==> src/rtl/rrq_pkg.sv <==
// Shared types and constants for the round-robin queue with lazy removal.
// Used by the controller, the datapath and the top level; no dependencies.
package rrq_pkg;

  localparam int QUEUE_DEPTH = 32;
  localparam int ID_BITS     = 8;
  localparam int ID_SPACE    = 2 ** ID_BITS;
  localparam int PTR_W       = $clog2(QUEUE_DEPTH);
  localparam int CNT_W       = $clog2(QUEUE_DEPTH + 1);

  localparam int OP_W     = 3;
  localparam int UID_W    = 8;
  localparam int OUT_ID_W = 8;
  localparam int QCNT_W   = 6;

  localparam logic [OP_W-1:0] OP_PUSH = 3'd0;
  localparam logic [OP_W-1:0] OP_MARK = 3'd1;
  localparam logic [OP_W-1:0] OP_ADV  = 3'd2;
  localparam logic [OP_W-1:0] OP_PEEK = 3'd3;
  localparam logic [OP_W-1:0] OP_LIST = 3'd4;

  typedef struct packed {
    logic [OP_W-1:0]  op;
    logic [UID_W-1:0] unit_id;
  } in_item_t;

  typedef struct packed {
    logic [OUT_ID_W-1:0] out_id;
    logic                id_valid;
    logic                last;
    logic [QCNT_W-1:0]   queue_count;
    logic                accepted;
  } out_item_t;

  typedef struct packed {
    logic clear_mark;
    logic load_in;
    logic push;
    logic mark;
    logic pop;
    logic latch_front;
    logic rotate;
    logic set_first;
    logic list_wr;
    logic emit_item;
    logic emit_list;
  } ctrl_cmd_t;

  typedef struct packed {
    logic [OP_W-1:0] op;
    logic            clear_done;
    logic            count_zero;
    logic            front_dead;
    logic            front_first;
    logic            list_full;
    logic            list_empty;
    logic            emit_last;
    logic            out_free;
  } dp_status_t;

endpackage

==> src/rtl/rrq_ram.sv <==
// Generic single-write, single-read RAM with registered read data.
// No dependencies; contents are undefined until written.
module rrq_ram #(
  parameter int WIDTH = 8,
  parameter int DEPTH = 32
) (
  input  logic                     clk,
  input  logic                     wr_en,
  input  logic [$clog2(DEPTH)-1:0] wr_addr,
  input  logic [WIDTH-1:0]         wr_data,
  input  logic [$clog2(DEPTH)-1:0] rd_addr,
  output logic [WIDTH-1:0]         rd_data
);

  logic [WIDTH-1:0] mem [DEPTH];

  always_ff @(posedge clk) begin
    if (wr_en) begin
      mem[wr_addr] <= wr_data;
    end
    rd_data <= mem[rd_addr];
  end

endmodule

==> src/rtl/rrq_ctrl.sv <==
// Sequencer for the round-robin queue: dispatch, front draining, listing, result delivery.
// Depends on rrq_pkg for the command and status structs and op codes.
module rrq_ctrl
  import rrq_pkg::*;
(
  input  logic       clk,
  input  logic       rst_n,
  input  logic       in_valid,
  output logic       in_ready,
  input  dp_status_t status,
  output ctrl_cmd_t  cmd
);

  typedef enum logic [3:0] {
    ST_INIT,
    ST_IDLE,
    ST_DISPATCH,
    ST_DRN_RD,
    ST_DRN_MK,
    ST_DRN_CHK,
    ST_AFTER,
    ST_EMIT,
    ST_LIST_RD,
    ST_LIST_EM
  } state_t;

  state_t state_r, state_nxt;

  assign in_ready = (state_r == ST_IDLE);

  always_comb begin
    state_nxt = state_r;
    cmd       = '0;
    case (state_r)
      ST_INIT: begin
        // zero one dead mark per cycle
        cmd.clear_mark = 1'b1;
        if (status.clear_done) begin
          state_nxt = ST_IDLE;
        end
      end
      ST_IDLE: begin
        if (in_valid) begin
          cmd.load_in = 1'b1;
          state_nxt   = ST_DISPATCH;
        end
      end
      ST_DISPATCH: begin
        case (status.op)
          OP_PUSH: begin
            cmd.push  = 1'b1;
            state_nxt = ST_EMIT;
          end
          OP_MARK: begin
            cmd.mark  = 1'b1;
            state_nxt = ST_EMIT;
          end
          OP_ADV, OP_PEEK, OP_LIST: state_nxt = ST_DRN_RD;
          default: state_nxt = ST_EMIT;
        endcase
      end
      ST_DRN_RD: state_nxt = ST_DRN_MK;
      ST_DRN_MK: state_nxt = ST_DRN_CHK;
      ST_DRN_CHK: begin
        if (status.count_zero) begin
          state_nxt = ST_AFTER;
        end else if (status.front_dead) begin
          cmd.pop   = 1'b1;
          state_nxt = ST_DRN_RD;
        end else begin
          cmd.latch_front = 1'b1;
          state_nxt       = ST_AFTER;
        end
      end
      ST_AFTER: begin
        case (status.op)
          OP_ADV: begin
            cmd.rotate = !status.count_zero;
            state_nxt  = ST_EMIT;
          end
          OP_LIST: begin
            if (status.count_zero) begin
              state_nxt = status.list_empty ? ST_EMIT : ST_LIST_RD;
            end else if (!status.list_empty &&
                         (status.front_first || status.list_full)) begin
              state_nxt = ST_LIST_RD;
            end else begin
              // record the front, move it to the back, then drain again
              cmd.set_first = status.list_empty;
              cmd.list_wr   = 1'b1;
              cmd.rotate    = 1'b1;
              state_nxt     = ST_DRN_RD;
            end
          end
          default: state_nxt = ST_EMIT;
        endcase
      end
      ST_EMIT: begin
        if (status.out_free) begin
          cmd.emit_item = 1'b1;
          state_nxt     = ST_IDLE;
        end
      end
      ST_LIST_RD: state_nxt = ST_LIST_EM;
      ST_LIST_EM: begin
        if (status.out_free) begin
          cmd.emit_list = 1'b1;
          state_nxt     = status.emit_last ? ST_IDLE : ST_LIST_RD;
        end
      end
      default: state_nxt = ST_IDLE;
    endcase
  end

  always_ff @(posedge clk) begin
    if (!rst_n) begin
      state_r <= ST_INIT;
    end else begin
      state_r <= state_nxt;
    end
  end

endmodule

==> src/rtl/rrq_datapath.sv <==
// Datapath: ring storage, pointers, dead-mark bits, listing buffer and output register.
// Depends on rrq_pkg and rrq_ram.
module rrq_datapath
  import rrq_pkg::*;
(
  input  logic       clk,
  input  logic       rst_n,
  input  in_item_t   in_data,
  input  logic       cfg_wr_en,
  input  logic       cfg_wr_data,
  input  ctrl_cmd_t  cmd,
  output dp_status_t status,
  output logic       out_valid,
  input  logic       out_ready,
  output out_item_t  out_data
);

  logic [OP_W-1:0]     op_r;
  logic [ID_BITS-1:0]  uid_r;
  logic                acc_r;
  logic [PTR_W-1:0]    head_r;
  logic [CNT_W-1:0]    count_r;
  logic [ID_BITS-1:0]  front_r;
  logic [ID_BITS-1:0]  first_r;
  logic [CNT_W-1:0]    n_r;
  logic [PTR_W-1:0]    k_r;
  logic                clear_en_r;
  logic [ID_BITS-1:0]  clr_addr_r;
  logic                out_valid_r;
  out_item_t           out_data_r;

  logic [ID_BITS-1:0] ring_rdata;
  logic [ID_BITS-1:0] buf_rdata;
  logic [CNT_W:0]     tail_sum;
  logic [PTR_W-1:0]   tail_addr;
  logic [PTR_W-1:0]   head_inc;
  logic               full;
  logic               push_ok;
  logic               ring_we;
  logic [ID_BITS-1:0] ring_wdata;
  logic               dead_we;
  logic [ID_BITS-1:0] dead_waddr;
  logic               dead_wdata;
  logic               dead_rdata;
  logic               out_free;
  logic               peek_valid;

  assign tail_sum  = (CNT_W + 1)'(head_r) + (CNT_W + 1)'(count_r);
  assign tail_addr = (tail_sum >= (CNT_W + 1)'(QUEUE_DEPTH)) ?
                     PTR_W'(tail_sum - (CNT_W + 1)'(QUEUE_DEPTH)) : PTR_W'(tail_sum);
  assign head_inc  = (head_r == PTR_W'(QUEUE_DEPTH - 1)) ? '0 : head_r + PTR_W'(1);
  assign full      = (count_r == CNT_W'(QUEUE_DEPTH));
  assign push_ok   = cmd.push && !full;
  assign ring_we   = push_ok || cmd.rotate;
  assign ring_wdata = cmd.push ? uid_r : front_r;
  assign out_free  = !out_valid_r || out_ready;

  // set on mark, clear when the id leaves the front, zero during the clearing pass
  assign dead_we    = cmd.clear_mark || cmd.mark || cmd.pop;
  assign dead_waddr = cmd.clear_mark ? clr_addr_r : (cmd.mark ? uid_r : ring_rdata);
  assign dead_wdata = cmd.mark;

  rrq_ram #(.WIDTH(ID_BITS), .DEPTH(QUEUE_DEPTH)) u_ring (
    .clk     (clk),
    .wr_en   (ring_we),
    .wr_addr (tail_addr),
    .wr_data (ring_wdata),
    .rd_addr (head_r),
    .rd_data (ring_rdata)
  );

  rrq_ram #(.WIDTH(1), .DEPTH(ID_SPACE)) u_dead_marks (
    .clk     (clk),
    .wr_en   (dead_we),
    .wr_addr (dead_waddr),
    .wr_data (dead_wdata),
    .rd_addr (ring_rdata),
    .rd_data (dead_rdata)
  );

  rrq_ram #(.WIDTH(ID_BITS), .DEPTH(QUEUE_DEPTH)) u_list_buf (
    .clk     (clk),
    .wr_en   (cmd.list_wr),
    .wr_addr (n_r[PTR_W-1:0]),
    .wr_data (front_r),
    .rd_addr (k_r),
    .rd_data (buf_rdata)
  );

  always_comb begin
    status.op          = op_r;
    status.clear_done  = (clr_addr_r == ID_BITS'(ID_SPACE - 1));
    status.count_zero  = (count_r == '0);
    status.front_dead  = clear_en_r && dead_rdata;
    status.front_first = (front_r == first_r);
    status.list_full   = (n_r == CNT_W'(QUEUE_DEPTH));
    status.list_empty  = (n_r == '0);
    status.emit_last   = (CNT_W'(k_r) + CNT_W'(1) == n_r);
    status.out_free    = out_free;
  end

  assign peek_valid = (op_r == OP_PEEK) && (count_r != '0);

  // control state
  always_ff @(posedge clk) begin
    if (!rst_n) begin
      head_r      <= '0;
      count_r     <= '0;
      clr_addr_r  <= '0;
      clear_en_r  <= 1'b1;
      out_valid_r <= 1'b0;
    end else begin
      if (cfg_wr_en) begin
        clear_en_r <= cfg_wr_data;
      end
      if (cmd.clear_mark) begin
        clr_addr_r <= clr_addr_r + ID_BITS'(1);
      end
      if (push_ok) begin
        count_r <= count_r + CNT_W'(1);
      end
      if (cmd.pop) begin
        head_r  <= head_inc;
        count_r <= count_r - CNT_W'(1);
      end
      if (cmd.rotate) begin
        head_r <= head_inc;
      end
      if (cmd.emit_item || cmd.emit_list) begin
        out_valid_r <= 1'b1;
      end else if (out_ready) begin
        out_valid_r <= 1'b0;
      end
    end
  end

  // payload and working registers
  always_ff @(posedge clk) begin
    if (cmd.load_in) begin
      op_r  <= in_data.op;
      uid_r <= in_data.unit_id[ID_BITS-1:0];
      acc_r <= 1'b1;
      n_r   <= '0;
      k_r   <= '0;
    end
    if (cmd.push && full) begin
      acc_r <= 1'b0;
    end
    if (cmd.latch_front) begin
      front_r <= ring_rdata;
    end
    if (cmd.set_first) begin
      first_r <= front_r;
    end
    if (cmd.list_wr) begin
      n_r <= n_r + CNT_W'(1);
    end
    if (cmd.emit_item) begin
      out_data_r.out_id      <= peek_valid ? OUT_ID_W'(front_r) : '0;
      out_data_r.id_valid    <= peek_valid;
      out_data_r.last        <= 1'b1;
      out_data_r.queue_count <= QCNT_W'(count_r);
      out_data_r.accepted    <= acc_r;
    end
    if (cmd.emit_list) begin
      out_data_r.out_id      <= OUT_ID_W'(buf_rdata);
      out_data_r.id_valid    <= 1'b1;
      out_data_r.last        <= status.emit_last;
      out_data_r.queue_count <= QCNT_W'(count_r);
      out_data_r.accepted    <= 1'b1;
      k_r                    <= k_r + PTR_W'(1);
    end
  end

  assign out_valid = out_valid_r;
  assign out_data  = out_data_r;

endmodule

==> src/rtl/round_robin_queue_lazy_removal_unit.sv <==
// Round-robin turn queue of unit ids with lazy removal of dead ids at the front.
// After reset a clearing pass zeroes the 256 dead marks, one per cycle, so in_ready stays
// low until the pass is done. Items are then taken one at a time. Push, mark_dead and
// unused codes pass a dispatch state and then an emit state that loads the result once
// the result register is free. Advance and peek first drain the front through ring read,
// dead-mark read and check states, repeated per dead id drained, since every look at the
// front is a registered ring read followed by a registered dead-mark read. A listing
// collects ids through the same drain, recording and rotating each front, then delivers
// them from a result buffer, because every result carries the final queue count. A result
// register decouples the output side. Depends on rrq_pkg, rrq_ctrl and rrq_datapath.
module round_robin_queue_lazy_removal_unit
  import rrq_pkg::*;
(
  input  logic      clk,
  input  logic      rst_n,
  input  logic      in_valid,
  output logic      in_ready,
  input  in_item_t  in_data,
  output logic      out_valid,
  input  logic      out_ready,
  output out_item_t out_data,
  input  logic      cfg_wr_en,
  input  logic      cfg_wr_data
);

  ctrl_cmd_t  cmd;
  dp_status_t status;

  rrq_ctrl u_ctrl (
    .clk      (clk),
    .rst_n    (rst_n),
    .in_valid (in_valid),
    .in_ready (in_ready),
    .status   (status),
    .cmd      (cmd)
  );

  rrq_datapath u_dp (
    .clk         (clk),
    .rst_n       (rst_n),
    .in_data     (in_data),
    .cfg_wr_en   (cfg_wr_en),
    .cfg_wr_data (cfg_wr_data),
    .cmd         (cmd),
    .status      (status),
    .out_valid   (out_valid),
    .out_ready   (out_ready),
    .out_data    (out_data)
  );

endmodule

==> config.mk <==
export PLATFORM = sky130hd
export DESIGN_NAME = round_robin_queue_lazy_removal_unit
export DESIGN_NICKNAME = d
export VERILOG_FILES = /design/src/rtl/rrq_pkg.sv /design/src/rtl/rrq_ram.sv /design/src/rtl/rrq_ctrl.sv /design/src/rtl/rrq_datapath.sv /design/src/rtl/round_robin_queue_lazy_removal_unit.sv
export SDC_FILE = /design/constraint.sdc
export NUM_CORES = 1
export LEC_CHECK = 0
export BUFFER_PORTS_ARGS = -buffer_cell sky130_fd_sc_hd__buf_2
export CORE_ASPECT_RATIO = 0.7
export CORE_MARGIN = 2
export CORE_UTILIZATION = 45
export CTS_CLUSTER_DIAMETER = 150
export CTS_CLUSTER_SIZE = 14
export DETAILED_ROUTE_END_ITERATION = 10
export GPL_TIMING_DRIVEN = 0
export SLEW_MARGIN = 20
export SYNTH_ARGS = -nofsm -noshare
export SYNTH_HDL_FRONTEND = slang
export SYNTH_SLANG_ARGS = --single-unit
export TNS_END_PERCENT = 50
==> constraint.sdc <==
create_clock -name clk -period 13.29 [get_ports clk]
set_input_delay 0.6645 -clock clk [delete_from_list [all_inputs] [get_ports clk]]
set_output_delay 0.6645 -clock clk [all_outputs]
set_load 0.005 [all_outputs]
==> summary.txt <==
Outcome
  – Status: completed

Floorplanning
  – Initial Utilization: 0.455
  – Total I/O pin count: 36
  – Die area: 81900 µm²
  – Row Count: 86
  – Core Region: 78800 µm²
  – Chip width: 341 µm
  – Die Y-Extent: 240 µm

Synthesis
  – Top cell type's share of synthesized area: 0.688
  – Ys Warns: 0
  – Post-synth top area cell: edfxtp_1
  – Top cells by count, synth: edfxtp_1, nor2_1, mux4_2, mux2i_1, nand2_1
  – Count leader, synth: edfxtp_1
  – Library cells used by synthesis: 73
  – Async SR Flop Fraction: 0
  – Post-synth EDFFs: 821
  – Synthesized instance count: 2202
  – Post-Syn Area per Cell: 16.3 µm²
  – Post-synth net total: 2237
  – Ys flop type: edfxtp_1
  – Mapped Area: 35800 µm²
  – Seq/Total Area, Yosys: 0.713
  – Synth top area cells: edfxtp_1, mux4_2, nor2_1
  – Yosys reg bits: 866

GRT
  – Initial antenna violation count: 0
  – Overall Global Routing Usage: 0.216
  – Largest net degree at the start of global routing: 153
  – First-pass GRT wire length: 128000 µm
  – Number of global-route vias before repair: 19350
  – Grt total ovfl: 0

Worst setup path
  – Critical path arrival: 4910 ps
  – Worst path bufs/invs: 5
  – Reg2Reg Capture Point: u_dp.u_ring.mem[10][1]
  – Setup CP Type: register to register
  – Req. time, crit path: 13530 ps
  – Reg-to-reg slack, setup: 8630 ps
  – Slowest stage delay, CP: 730 ps
  – Largest delay share family, worst path: buffers and inverters
  – Worst r2r src: u_dp.head_r[1]
  – CP Cell Sequence: clkbuf_1 -> buf_1 -> clkbuf_1 -> inv_1 -> fa_1 -> inv_1 -> a21o_1 -> a21oi_1 -> xnor2_1 -> nand3_1 -> nor2_1
  – Worst r2r path cells: 11
  – Critical Path End Type: register
  – Startpoint types: register
  – Worst path slowest cell: nor2_1
  – Crit path depth: 11
  – Crit path capture: u_dp.u_ring.mem[10][1]
  – Critical path startpoint: u_dp.head_r[1]
  – CP max FO: 10

Timing
  – Max Slew Vio Count: 0
  – Max_slew headroom: 0.266
  – Final hold violations: 0
  – Setup Skew: 27.9 ps
  – Final Setup Violations: 0
  – Final min period: 4660 ps
  – Setup ws final: 8630 ps
  – Tightest Pin Transition: 1100 ps
  – Worst hold slack: 241 ps
  – Tcrit/Tclk final: 0.351
  – RSZ-0062 raised after global routing: no
  – Setup TNS Final: 0 ps
  – Fmax: 214 MHz

Flow run
  – Max-Cap Viols: 0

Cells and area
  – Final core utilization: 0.504
  – Share of cells above drive strength 1: 0.156
  – Area Growth Syn to Fin: 10.8%
  – Nets: 2361
  – Antenna Cells: 0

Placed design
  – DP HPWL: 60200 µm
  – PortBufs: 35
  – Dpl ws: 8650 ps
  – GP Congestion: 0.853

Clocking
  – Clock transition at the registers of the reported paths: 70 ps
  – PostCTS Resize Cnt: 0
  – Clk sink count: 866
  – Hold buffers post-CTS: 0
  – Latest clock arrival within the worst-skew pair: 640 ps
  – CTS tree: done
  – Clock Path Buffers: 3
  – Root buf cell: clkbuf_16
  – # Post-CTS Setup Buffers: 0
  – TritonCTS Buffers: 71
  – Htree depth: 3

Drt
  – WL per Instance: 25.6 µm
  – Via density per instance: 5.86
  – Starting DRT DRC Count: 2636
  – DRC Markers: 0
  – Detailed Routing Iterations Pass 1: 6
  – Routed via count: 20113
  – WL final: 88000 µm
  – Routed Antenna Nets: 0

Power
  – Power density cells: 141 nW/µm²
  – Lkg Pwr: 12.3 nW
  – VDD IR-drop max: 80.6 µV
  – Total power: 0.00561 W

Worst hold path
  – Hold Path Class: input pin to register
## area by class of cell
| class | count | area, µm² |
|---|---|---|
| buffer | 127 | 542 |
| clock buffer | 115 | 1960 |
| clock inverter | 7 | 90.1 |
| fill | 6512 | 39100 |
| inverter | 17 | 71.3 |
| multi-input combinational | 1192 | 9690 |
| sequential | 866 | 25600 |
| tap | 1056 | 1320 |
| timing repair buffer | 51 | 455 |
## state kept, by name, summed over array words and instances, names as in the netlist, 8 cells and up
name,count
u_dp.out_data,17
u_dp.clr_addr_r,8
u_dp.u_list_buf.rd_data,8
u_dp.front_r,8
u_dp.u_list_buf.mem,256
u_dp.u_ring.mem,256
u_dp.uid_r,8
u_dp.u_ring.rd_data,8
u_dp.first_r,8
u_dp.u_dead_marks.mem,256
## logic make-up (layout without fill, tap and decap cells)
logic type / count (synthesis) / after routing / share of synthesized area
adder cells (fa/ha/maj): 18 / 18 / 0.00671
XOR/XNOR: 35 / 35 / 0.00856
flip-flops: 866 / 866 / 0.713
AO/OA/AOI/OAI: 185 / 185 / 0.0342
buffers and inverters: 144 / 317 / 0.0169
multiplexers: 302 / 302 / 0.139
AND/OR/NAND/NOR: 652 / 652 / 0.0815
## how the worst min path moves through the flow
stage	from	end	depth (start not counted)
2_1_floorplan	u_dp.u_ring.rd_data[3]	u_dp.front_r[3]	0
3_3_place_gp	u_dp.u_ring.rd_data[5]	u_dp.front_r[5]	0
3_5_place_dp	u_dp.u_ring.rd_data[5]	u_dp.front_r[5]	0
4_1_cts	in_data[9]	u_dp.op_r[1]	1
5_1_grt	in_data[9]	u_dp.op_r[1]	1
6_report	in_data[9]	u_dp.op_r[1]	1
## layer usage
layer,track usage,wire (µm)
met1,0.349,41600
met2,0.294,36300
met3,0.0488,8650
met4,0.0463,1400
met5,0,0
## power by group
group / internal [W] / switching, W
clock network: 0.00102 / 0.000948
registers: 0.00300 / 0.0000240
logic: 0.000156 / 0.000463
## layout by cell type (no fill, tap or decap), types with 15 or more instances in the layout
cell type  netlist  final
mux2i_1        131    131
clkbuf_1        75    118
inv_1           16     15
clkbuf_16        0     72
dfxtp_1         45     45
mux4_2         154    154
o21ai_0         33     33
a21oi_1         27     27
ha_1            16     16
o22ai_1         40     40
mux2_2          17     17
nand2_1        106    106
nand3_1         23     23
and2_1          17     17
edfxtp_1       821    821
nor2_1         395    395
o221ai_1        16     16
xnor2_1         24     24
buf_2           34     70
## per-stage QoR
step | instances | instance area (µm²)
finish | 3431 | 39700
global route | 3431 | 39700
CTS | 3431 | 39700
detailed placement | 3309 | 37600
global placement | 3293 | 37300
floorplan | 2202 | 35800
(Power assumes the default switching activity.)
